[config.mk]
export PLATFORM = sky130hd
export DESIGN_NAME = timed_output_scheduler
export DESIGN_NICKNAME = d
export VERILOG_FILES = /design/src/tos_pkg.sv /design/src/tos_event_table.sv /design/src/tos_window.sv /design/src/timed_output_scheduler.sv
export SDC_FILE = /design/constraint.sdc
export NUM_CORES = 1
export LEC_CHECK = 0
export BUFFER_PORTS_ARGS = -buffer_cell sky130_fd_sc_hd__buf_2
export CORE_ASPECT_RATIO = 2
export CORE_MARGIN = 2
export CORE_UTILIZATION = 40
export DETAILED_ROUTE_END_ITERATION = 8
export GPL_ROUTABILITY_DRIVEN = 1
export PLACE_DENSITY_LB_ADDON = 0.3
export SLEW_MARGIN = 20
export SYNTH_ARGS = -nofsm -noshare
export SYNTH_HDL_FRONTEND = slang
export SYNTH_HIERARCHICAL = 1
export SYNTH_SLANG_ARGS = --single-unit
export TNS_END_PERCENT = 30
[constraint.sdc]
create_clock -name i_clk -period 6.3 [get_ports i_clk]
set_input_delay 0.63 -clock i_clk [delete_from_list [all_inputs] [get_ports i_clk]]
set_output_delay 0.63 -clock i_clk [all_outputs]
set_load 0.01 [all_outputs]
[src/tos_pkg.sv]
`default_nettype none

package tos_pkg;

    localparam int EVENTS      = 8;
    localparam int PORTS       = 8;
    localparam int EV_W        = (EVENTS > 1) ? $clog2(EVENTS) : 1;
    localparam int DAY_MINUTES = 24 * 60;

    typedef logic [PORTS-1:0] t_ports;
    typedef logic [EV_W-1:0]  t_ev_idx;
    typedef logic [10:0]      t_daytime;

    typedef enum logic [1:0] {
        CMD_TICK  = 2'd0,
        CMD_WRITE = 2'd1,
        CMD_SET   = 2'd2,
        CMD_FLIP  = 2'd3
    } t_cmd;

    typedef enum logic [1:0] {
        S_IDLE,
        S_SCAN,
        S_DONE
    } t_state;

    typedef struct packed {
        logic       active;
        logic [3:0] port;
        logic [4:0] start_hour;
        logic [5:0] start_minute;
        logic [4:0] end_hour;
        logic [5:0] end_minute;
    } t_event;

    // Minutes since midnight, wrapped once into the day.
    function automatic t_daytime day_time(input logic [4:0] hour, input logic [5:0] minute);
        logic [11:0] sum;
        sum = {1'b0, hour, 6'b0} - {5'b0, hour, 2'b0} + {6'b0, minute};
        if (sum >= 12'(DAY_MINUTES)) begin
            sum = sum - 12'(DAY_MINUTES);
        end
        return sum[10:0];
    endfunction

endpackage

`default_nettype wire

[src/tos_event_table.sv]
`default_nettype none

module tos_event_table
    import tos_pkg::*;
(
    input  wire logic    i_clk,
    input  wire logic    i_rst_n,
    input  wire logic    i_wr_en,
    input  wire t_ev_idx i_wr_idx,
    input  wire t_event  i_wr_event,
    input  wire t_ev_idx i_rd_idx,
    output t_event       o_rd_event
);

    t_event r_tab [EVENTS];
    logic   r_act [EVENTS];

    always_ff @(posedge i_clk) begin
        if (!i_rst_n) begin
            for (int k = 0; k < EVENTS; k++) begin
                r_act[k] <= 1'b0;
            end
        end else if (i_wr_en) begin
            r_act[i_wr_idx] <= i_wr_event.active;
        end
    end

    always_ff @(posedge i_clk) begin
        if (i_wr_en) begin
            r_tab[i_wr_idx] <= i_wr_event;
        end
    end

    // The read address is the next scan index, so the entry is ready when the scan reaches it.
    always_ff @(posedge i_clk) begin
        o_rd_event <= {r_act[i_rd_idx], r_tab[i_rd_idx][25:0]};
    end

endmodule

`default_nettype wire

[src/tos_window.sv]
`default_nettype none

module tos_window
    import tos_pkg::*;
(
    input  wire t_event   i_event,
    input  wire t_daytime i_now,
    output logic          o_hit
);

    t_daytime start_t;
    t_daytime end_t;
    t_daytime span;
    t_daytime pos;

    always_comb begin
        start_t = day_time(i_event.start_hour, i_event.start_minute);
        end_t   = day_time(i_event.end_hour, i_event.end_minute);
        if (end_t >= start_t) begin
            span = end_t - start_t;
        end else begin
            span = end_t - start_t + 11'(DAY_MINUTES);
        end
        if (i_now >= start_t) begin
            pos = i_now - start_t;
        end else begin
            pos = i_now - start_t + 11'(DAY_MINUTES);
        end
        o_hit = (pos < span);
    end

endmodule

`default_nettype wire

[src/timed_output_scheduler.sv]
`default_nettype none

// Channel   Direction  Handshake                  Word
// input     in         i_in_valid / o_in_stall    i_command ... i_pin_value
// result    out        o_out_valid / i_out_stall  o_port_levels, o_changed_mask
//
// A tick takes the word, then passes each table entry in turn through the shared window unit,
// then finishes. Other commands go from taking the word straight to the finish state.
// Reset clears the port levels and every active flag.
// A finished word waits in the output register while the next word is taken; the
// sequencer holds in its finish state until that register is free.

module timed_output_scheduler
    import tos_pkg::*;
(
    input  wire logic       i_clk,
    input  wire logic       i_rst_n,
    input  wire logic       i_in_valid,
    output logic            o_in_stall,
    input  wire logic [1:0] i_command,
    input  wire logic [4:0] i_now_hour,
    input  wire logic [5:0] i_now_minute,
    input  wire logic [2:0] i_event_index,
    input  wire logic       i_event_active,
    input  wire logic [3:0] i_port,
    input  wire logic [4:0] i_start_hour,
    input  wire logic [5:0] i_start_minute,
    input  wire logic [4:0] i_end_hour,
    input  wire logic [5:0] i_end_minute,
    input  wire logic       i_pin_value,
    output logic            o_out_valid,
    input  wire logic       i_out_stall,
    output logic [7:0]      o_port_levels,
    output logic [7:0]      o_changed_mask
);

    t_state   r_state, n_state;
    t_cmd     r_cmd, n_cmd;
    logic [3:0] r_port, n_port;
    logic     r_pin, n_pin;
    t_daytime r_now, n_now;
    t_ev_idx  r_idx, n_idx;
    t_ports   r_driven, n_driven;
    t_ports   r_high, n_high;
    t_ports   r_levels, n_levels;
    logic     r_out_valid, n_out_valid;
    logic [7:0] r_out_levels, n_out_levels;
    logic [7:0] r_out_changed, n_out_changed;

    logic     in_acc;
    logic     can_load;
    logic     wr_en;
    t_event   wr_event;
    t_event   rd_event;
    logic     hit;
    t_ports   ev_bit;
    t_ports   cmd_bit;
    t_ports   lvl_next;

    assign o_in_stall     = (r_state != S_IDLE);
    assign in_acc         = i_in_valid && !o_in_stall;
    assign can_load       = !r_out_valid || !i_out_stall;
    assign o_out_valid    = r_out_valid;
    assign o_port_levels  = r_out_levels;
    assign o_changed_mask = r_out_changed;

    assign wr_en = in_acc && (i_command == CMD_WRITE) && (int'(i_event_index) < EVENTS);

    always_comb begin
        wr_event.active       = i_event_active;
        wr_event.port         = i_port;
        wr_event.start_hour   = i_start_hour;
        wr_event.start_minute = i_start_minute;
        wr_event.end_hour     = i_end_hour;
        wr_event.end_minute   = i_end_minute;
    end

    tos_event_table u_table (
        .i_clk      (i_clk),
        .i_rst_n    (i_rst_n),
        .i_wr_en    (wr_en),
        .i_wr_idx   (t_ev_idx'(i_event_index)),
        .i_wr_event (wr_event),
        .i_rd_idx   (n_idx),
        .o_rd_event (rd_event)
    );

    tos_window u_window (
        .i_event (rd_event),
        .i_now   (r_now),
        .o_hit   (hit)
    );

    assign ev_bit  = t_ports'(1) << rd_event.port;
    assign cmd_bit = t_ports'(1) << r_port;

    always_comb begin
        lvl_next = r_levels;
        case (r_cmd)
            CMD_TICK: begin
                lvl_next = (r_levels & ~r_driven) | r_high;
            end
            CMD_SET: begin
                if (int'(r_port) < PORTS) begin
                    lvl_next = r_pin ? (r_levels | cmd_bit) : (r_levels & ~cmd_bit);
                end
            end
            CMD_FLIP: begin
                if (int'(r_port) < PORTS) begin
                    lvl_next = r_levels ^ cmd_bit;
                end
            end
            default: begin
                lvl_next = r_levels;
            end
        endcase
    end

    always_comb begin
        n_state       = r_state;
        n_cmd         = r_cmd;
        n_port        = r_port;
        n_pin         = r_pin;
        n_now         = r_now;
        n_idx         = r_idx;
        n_driven      = r_driven;
        n_high        = r_high;
        n_levels      = r_levels;
        n_out_levels  = r_out_levels;
        n_out_changed = r_out_changed;
        n_out_valid   = r_out_valid && i_out_stall;
        case (r_state)
            S_IDLE: begin
                if (in_acc) begin
                    n_cmd    = t_cmd'(i_command);
                    n_port   = i_port;
                    n_pin    = i_pin_value;
                    n_now    = day_time(i_now_hour, i_now_minute);
                    n_idx    = '0;
                    n_driven = '0;
                    n_high   = '0;
                    n_state  = (i_command == CMD_TICK) ? S_SCAN : S_DONE;
                end
            end
            S_SCAN: begin
                if (rd_event.active && (int'(rd_event.port) < PORTS)) begin
                    n_driven = r_driven | ev_bit;
                    if (hit) begin
                        n_high = r_high | ev_bit;
                    end
                end
                if (r_idx == t_ev_idx'(EVENTS - 1)) begin
                    n_state = S_DONE;
                end else begin
                    n_idx = r_idx + t_ev_idx'(1);
                end
            end
            S_DONE: begin
                if (can_load) begin
                    n_levels      = lvl_next;
                    n_out_levels  = 8'(lvl_next);
                    n_out_changed = 8'(lvl_next ^ r_levels);
                    n_out_valid   = 1'b1;
                    n_state       = S_IDLE;
                end
            end
            default: begin
                n_state = S_IDLE;
            end
        endcase
    end

    always_ff @(posedge i_clk) begin
        if (!i_rst_n) begin
            r_state     <= S_IDLE;
            r_idx       <= '0;
            r_levels    <= '0;
            r_out_valid <= 1'b0;
        end else begin
            r_state     <= n_state;
            r_idx       <= n_idx;
            r_levels    <= n_levels;
            r_out_valid <= n_out_valid;
        end
    end

    always_ff @(posedge i_clk) begin
        r_cmd         <= n_cmd;
        r_port        <= n_port;
        r_pin         <= n_pin;
        r_now         <= n_now;
        r_driven      <= n_driven;
        r_high        <= n_high;
        r_out_levels  <= n_out_levels;
        r_out_changed <= n_out_changed;
    end

    a_nontick_finishes: assert property (@(posedge i_clk) disable iff (!i_rst_n)
        (in_acc && i_command != CMD_TICK) |=> (r_state == S_DONE))
        else $error("Non-tick word did not go straight to finish.");

    a_tick_scan_start: assert property (@(posedge i_clk) disable iff (!i_rst_n)
        (in_acc && i_command == CMD_TICK) |=> (r_state == S_SCAN && r_idx == '0))
        else $error("Tick scan did not start at the first entry.");

    a_write_no_change: assert property (@(posedge i_clk) disable iff (!i_rst_n)
        (r_state == S_DONE && can_load && r_cmd == CMD_WRITE)
            |=> (o_out_valid && o_changed_mask == 8'd0))
        else $error("Write word reported a level change.");

    a_levels_match: assert property (@(posedge i_clk) disable iff (!i_rst_n)
        o_out_valid |-> (o_port_levels == 8'(r_levels)))
        else $error("Output levels differ from the level register.");

endmodule

`default_nettype wire
Word level (Yosys, flattened, before mapping)
Memories as Yosys holds them, arrays and structs flattened. A register that Yosys moved wholly into a read port is not among the register bits.
Cells that the tools add are included.
{"block": "totals", "in_bits": 48, "n_memories": 2, "ram_bits": 224, "output_inout_bits": 18, "word_cells": 111, "register_bits": 64}
{"name": "u_table.r_tab", "depth": 8, "width": 27, "rd": 1, "rd_clocked_by_memory_dff": 1, "write_ports": 1, "line": "tos_event_table.sv:15", "source": "t_event r_tab [EVENTS];"}
{"name": "u_table.r_act", "depth": 8, "width": 1, "rd": 1, "rd_clocked_by_memory_dff": 1, "write_ports": 8, "line": "tos_event_table.sv:16", "source": "logic r_act [EVENTS];"}
{"block": "classes", "muxes": 33, "reduce_logical": 19, "add_sub_neg": 14, "shifts": 2, "n_bitwise": 10, "eq_ne": 11, "magnitude_cmp": 8}
{"op": "$mux 8", "count": 7}
{"op": "$mux 11", "count": 5}
{"op": "$add 12x6->12", "count": 3}
{"op": "$ge 12x11->1 const B", "count": 3}
{"op": "$sub 11x7->12", "count": 3}
{"op": "$sub 11x11->11 const B", "count": 3}
{"op": "$or 8x8->8", "count": 4}
{"op": "$pmux 8 s2", "count": 2}
{"op": "$pmux 8 s3", "count": 1}
{"op": "$add 11x11->11 const B", "count": 2}
{"op": "$ge 11x11->1", "count": 2}
{"op": "$sub 11x11->11", "count": 2}
{"op": "$and 8x8->8", "count": 2}
{"op": "$not 8->8", "count": 2}
{"op": "$shl 1x4->8 const A", "count": 2}
{"op": "$xor 8x8->8", "count": 2}
{"op": "$lt 11x11->1", "count": 1}
{"op": "$ne 2x2->1 const B", "count": 5}
{"op": "$mux 1", "count": 9}
{"op": "$mux 3", "count": 3}
{"op": "$lt 4x4->1 const B", "count": 2}
{"op": "$mux 2", "count": 4}
{"op": "$eq 2x2->1 const B", "count": 3}
{"op": "$logic_not 2->1", "count": 3}
{"op": "13 further kinds", "count": 22}

Longest topological paths before layout
{"block": "logic_depth", "ltp_word": 11, "ltp_mapped": 28, "depth_no_buf": 28}

By module
The synthesis kept the hierarchy.
{"module": "tos_event_table", "cells_each": 368, "seq_area_each_um2": 6946.7, "area_each_um2": 8997.4, "instances": 1}
{"module": "timed_output_scheduler", "cells_each": 353, "seq_area_each_um2": 1781.7, "area_each_um2": 3557.2, "instances": 1}
{"module": "tos_window", "cells_each": 328, "seq_area_each_um2": 0.0, "area_each_um2": 2451.1, "instances": 1}

Worst setup path before layout
Ideal clock, no wire load.
{"block": "synth_timing", "path_kind": "reg-to-reg", "start": "reg, netlist name u_table/o_rd_event[7]", "end": "reg r_high[0] (enable)", "required_time_ns": 5.925, "period_less_slack_ns": 5.927, "path_stages_with_launch": 27, "path_buffers": 0, "path_slack_ns": 0.373, "setup_ns": 0.375, "arrival_time_ns": 5.552, "path_cell_list": "dfxtp_1 inv_1 ha_1 o21a_1 o21a_1 or3_1 o311a_1 a311oi_2 nor4_1 a221oi_1 xnor2_1 ha_1 nand4_1 nor3_1 a221o_1 a31o_2 xor2_1 ha_1 a21o_1 a21o_1 a21oi_1 nor2b_1 o21ai_0 nand2b_1 a21oi_1 a21oi_1 a21oi_1"}
{"block": "synth_via", "elab_chain_len": 10, "word_cells_on_any_way": 12, "classes_between": "add/sub (5); order compare (3); eq/ne (1); mux (2); reduce/logical (1)"}
{"element": "$sub 11x7->12 *", "line": "tos_pkg.sv:39", "source": "sum = {1'b0, hour, 6'b0} - {5'b0, hour, 2'b0} + {6'b0, minute};"}
{"element": "$add 12x6->12 *", "line": "tos_pkg.sv:39"}
{"element": "$sub 11x11->11 or $ge 12x11->1 (tied branches)", "line": "tos_pkg.sv:41, tos_pkg.sv:40"}
{"element": "$mux 11 *", "line": "tos_pkg.sv:40", "source": "if (sum >= 12'(DAY_MINUTES)) begin"}
{"element": "$sub 11x11->11", "line": "tos_window.sv:20, tos_window.sv:22"}
{"element": "$add 11x11->11", "line": "tos_window.sv:22", "source": "span = end_t - start_t + 11'(DAY_MINUTES);"}
{"element": "$mux 11 *", "line": "tos_window.sv:19", "source": "if (end_t >= start_t) begin"}
{"element": "$lt 11x11->1 *", "line": "tos_window.sv:29", "source": "o_hit = (pos < span);"}
{"element": "via hit", "line": "timed_output_scheduler.sv:55", "source": "logic hit;"}
{"element": "$ne 2x2->1 (no source line) *"}
{"element": "$reduce_and 4->1 (no source line) *"}
{"element": "to (signal assigned)", "line": "timed_output_scheduler.sv:193", "source": "r_high <= n_high;"}
{"element": "to (decl)", "line": "timed_output_scheduler.sv:44", "source": "t_ports r_high, n_high;"}
The timed path passes the listed nets; every way through them passes the cells marked *.
A chain may end at the register's enable or synchronous reset.

Worst setup path after layout
{"block": "layout_timing", "start": "reg, netlist name u_table/o_rd_event[6]", "end": "reg r_high[0] (enable)"}
{"block": "layout_via", "elab_chain_len": 10, "word_cells_on_any_way": 12, "classes_between": "add/sub (5); order compare (3); eq/ne (1); mux (2); reduce/logical (1)"}
{"element": "$sub 11x7->12 *", "line": "tos_pkg.sv:39"}
{"element": "$add 12x6->12 *", "line": "tos_pkg.sv:39"}
{"element": "$sub 11x11->11 or $ge 12x11->1 (tied branches)", "line": "tos_pkg.sv:41, tos_pkg.sv:40"}
{"element": "$mux 11 *", "line": "tos_pkg.sv:40"}
{"element": "$sub 11x11->11", "line": "tos_window.sv:20, tos_window.sv:22"}
{"element": "$add 11x11->11", "line": "tos_window.sv:22"}
{"element": "$mux 11 *", "line": "tos_window.sv:19"}
{"element": "$lt 11x11->1 *", "line": "tos_window.sv:29"}
{"element": "via hit", "line": "timed_output_scheduler.sv:55"}
{"element": "$ne 2x2->1 (no source line) *"}
{"element": "$reduce_and 4->1 (no source line) *"}
Marks and branches as above.

==> flow_summary.toml <==
[grt]
grt_pass1_wl_um = 48010
track_usage_pct = 15.49
grt_pass1_vias = 9095
grt_overflow = 0
antenna_found_initial = 1
grt_max_degree = 56

[sta]
period_share_pct = 94.03
fin_skew_ns = 0.03138
drv_slew = 0
hold_ws_ns = 0.2481
maxSlewHeadroom_pct = 29.96
setup_viol = 0
clock.fmax_ghz = 0.1688
worst_slew_pin_slew_ns = 1.051
finalHoldViolCount = 0
finalCriticalPeriod_ns = 5.924

[placement]
routabilityCongestion = 0.8594
io_buffer_count = 65
dp_hpwl_um = 20820
dp.cells = 1558
place_area_um2 = 15870

[power_and_ir_drop]
sw_frac_of_total_pct = 26.96
leakage_nw = 6.021
clockPowerShare_pct = 32.4
seqPwrFrac_pct = 45.1
p_comb_share_pct = 22.5
finalPower_mw = 5.129
ir_worst_vdd_mv = 0.2019
intPower_mw = 3.746
power_density_nw_per_um2 = 303.4
p_sw_mw = 1.383

[floorplan]
dieArea_um2 = 39170
start_util_pct = 40.38
coreArea_um2 = 37160
die_width_um = 141.0
die_y_um = 277.9
io_pins = 66
rows = 100

[hold_path]
hold_depth = 1
hold-path-endpoint = "r_pin"
hp-class = "in -> reg"
hp-start = "i_pin_value"

[routing]
firstDrtPassIters = 7
drt_wl_total_um = 30820
antenna_left = 0
initialDrtViolationCount = 429
remaining_drc_errors = 0
detail_route.wl_per_cell_um = 19.08
vias = 8983
viasPerCell = 5.562

[layout]
seq_area_um2 = 8731
num-nets-final = 1232
fillers = 3251
syn_to_final_growth_pct = 12.63
final_common_cell = "edfxtp_1"
drive_gt1_share_pct = 18.70
multi_input_area_um2 = 5984
fin_cells = 1615
fin_area_um2 = 16900
final_cell_mix = "edfxtp_1 (258), buf_2 (65), nor2_1 (64), mux4_1 (53), inv_1 (49)"

[yosys]
syn_nets = 1147
synthDistinctLibCells = 89
synth_flop_cell = "edfxtp_1"
synth_seq_cells = 307
ys_warn_count = 6
async_reset_ff_share_pct = 0
synth_cells = 1049
syn_area_um2 = 15010
syn_area_per_cell_um2 = 14.30
synth_edf_count = 258
ys_seq_area_share_pct = 58.17

[worst_setup_path]
reg2reg_to = "r_high[0]"
crit_arrival_ns = 6.19
path_class = "reg -> reg"
end_kind = "flip-flop"
setup.worst_path.start_class = "flip-flop"
cp_num_buf_inv = 3
rr_worst_depth = 28
cp_max_fo = 8
r2r_slack_ns = 0.38
required_ns = 6.57
crit_path_top_delay_cell = "o311a_1"
path_delay_family = "compound AO/OA/AOI/OAI gates"
r2r-start = "u_table/o_rd_event[6]"
cp-startpoint = "u_table/o_rd_event[6]"
max_stage_delay_ns = 0.37

[clocking]
htree_levels = 1
clk_pin_slew_ns = 0.06
cts-root-buf = "clkbuf_16"
clk_latency_ns = 0.56
clock-sinks = 307
cts_tree = "yes"
cts_made_buffers = 27
cts_max_path_buffers = 3

[flow_run]
cap_violations = 0

[run_status]
outcome = "complete, no violations"
[repair_timing]
action,in CTS,in global routing
buffers inserted,0,6
pin swaps,1,6
hold endpoints to repair,0,0
hold buffers,0,0
endpoints found under the setup margin,8,8
resized for setup,0,18
[per-layer routing]
layer	GRT usage (%)	vias to the layer above	share of wire (%)
met5	0	-	0
met4	6.179	0	3.8
met3	1.605	68	2.7
met2	30.08	154	55
met1	16.87	4456	39
li1	-	4305	-
[power groups by stage]
stage | registers, mW | clock network (mW) | logic, mW
after detailed placement | 2.35 | 0 | 1.13
after global placement | 2.35 | 0 | 1.11
final | 2.31 | 1.66 | 1.15
after floorplan | 2.34 | 0 | 0.867
after global routing | 2.32 | 1.79 | 1.30
after CTS | 2.31 | 1.70 | 1.14
[through the flow]
step                worst slack, ns  setup TNS [ns]  util, %
detailed placement       -0.0003033       -0.001016    42.70
finish                       0.3764               0    45.48
global route               -0.03622         -0.2593    45.48
global placement             0.1167               0    42.70
floorplan                    0.3730               0        -
CTS                         0.01368               0    45.14
[worst max path at each step]
stage,end,depth (start not counted)
after floorplan,r_high[0],26
after global placement,r_high[2],27
after detailed placement,r_high[0],27
after CTS,r_high[0],27
after global routing,r_high[1],26
final,r_high[0],28
[synth_stat cells, drive strengths merged (4+ instances only)]
master,number,area share (%)
nand2b,21,0.88
or3,9,0.38
o22ai,7,0.29
o21a,10,0.50
mux4,54,9.4
dfxtp,49,6.5
nand4b,5,0.29
o211ai,6,0.33
inv,54,1.4
nand3,15,0.50
and2,6,0.25
nand4,7,0.33
a211oi,11,0.62
xor2,19,1.1
a21o,12,0.60
clkbuf,20,0.57
or4,6,0.30
o221ai,7,0.41
nor3,28,1.1
or2,7,0.29
mux2,29,2.2
nor3b,4,0.23
nor2b,21,0.89
and3,4,0.17
nor2,68,1.7
nor4,4,0.17
maj3,6,0.43
ha,48,4.0
a31oi,5,0.21
a21oi,52,1.9
o21bai,4,0.20
o211a,6,0.40
o21ai,46,1.6
edfxtp,258,52
o311a,5,0.33
buf,12,0.67
mux2i,16,1.1
xnor2,26,1.5
nand2,31,0.78
[logic make-up after synthesis]
family                     Yosys count  synth area share, %
buffers and inverters               86                2.585
xor gates and xnor gates            46                2.777
AOI/OAI and AO/OA                  206                9.948
DFF                                307                58.17
and+or+nand+nor                    249                9.122
muxes                               99                12.70
adders and majority gates           56                4.703
[registers in the layout, indices dropped and copies added, names as in the netlist, 3 cells and up]
signal,cells
r_levels,8
r_port,4
r_high,8
r_idx,3
u_table/r_tab,208
r_driven,8
u_table/r_act,8
o_changed_mask,8
u_table/o_rd_event,27
o_port_levels,8
r_now,11
[area by class of cell]
type / instances / share of cell area [%]
Sequential cell: 307 / 51.66
Multi-Input combinational cell: 656 / 35.41
Clock buffer: 40 / 4.701
Tap cell: 459 / 3.398
Timing Repair Buffer: 88 / 2.946
Inverter: 54 / 1.199
Clock inverter: 10 / 0.6737
Antenna cell: 1 / 0.01481
Note: power is estimated with default switching activity, not from simulation.
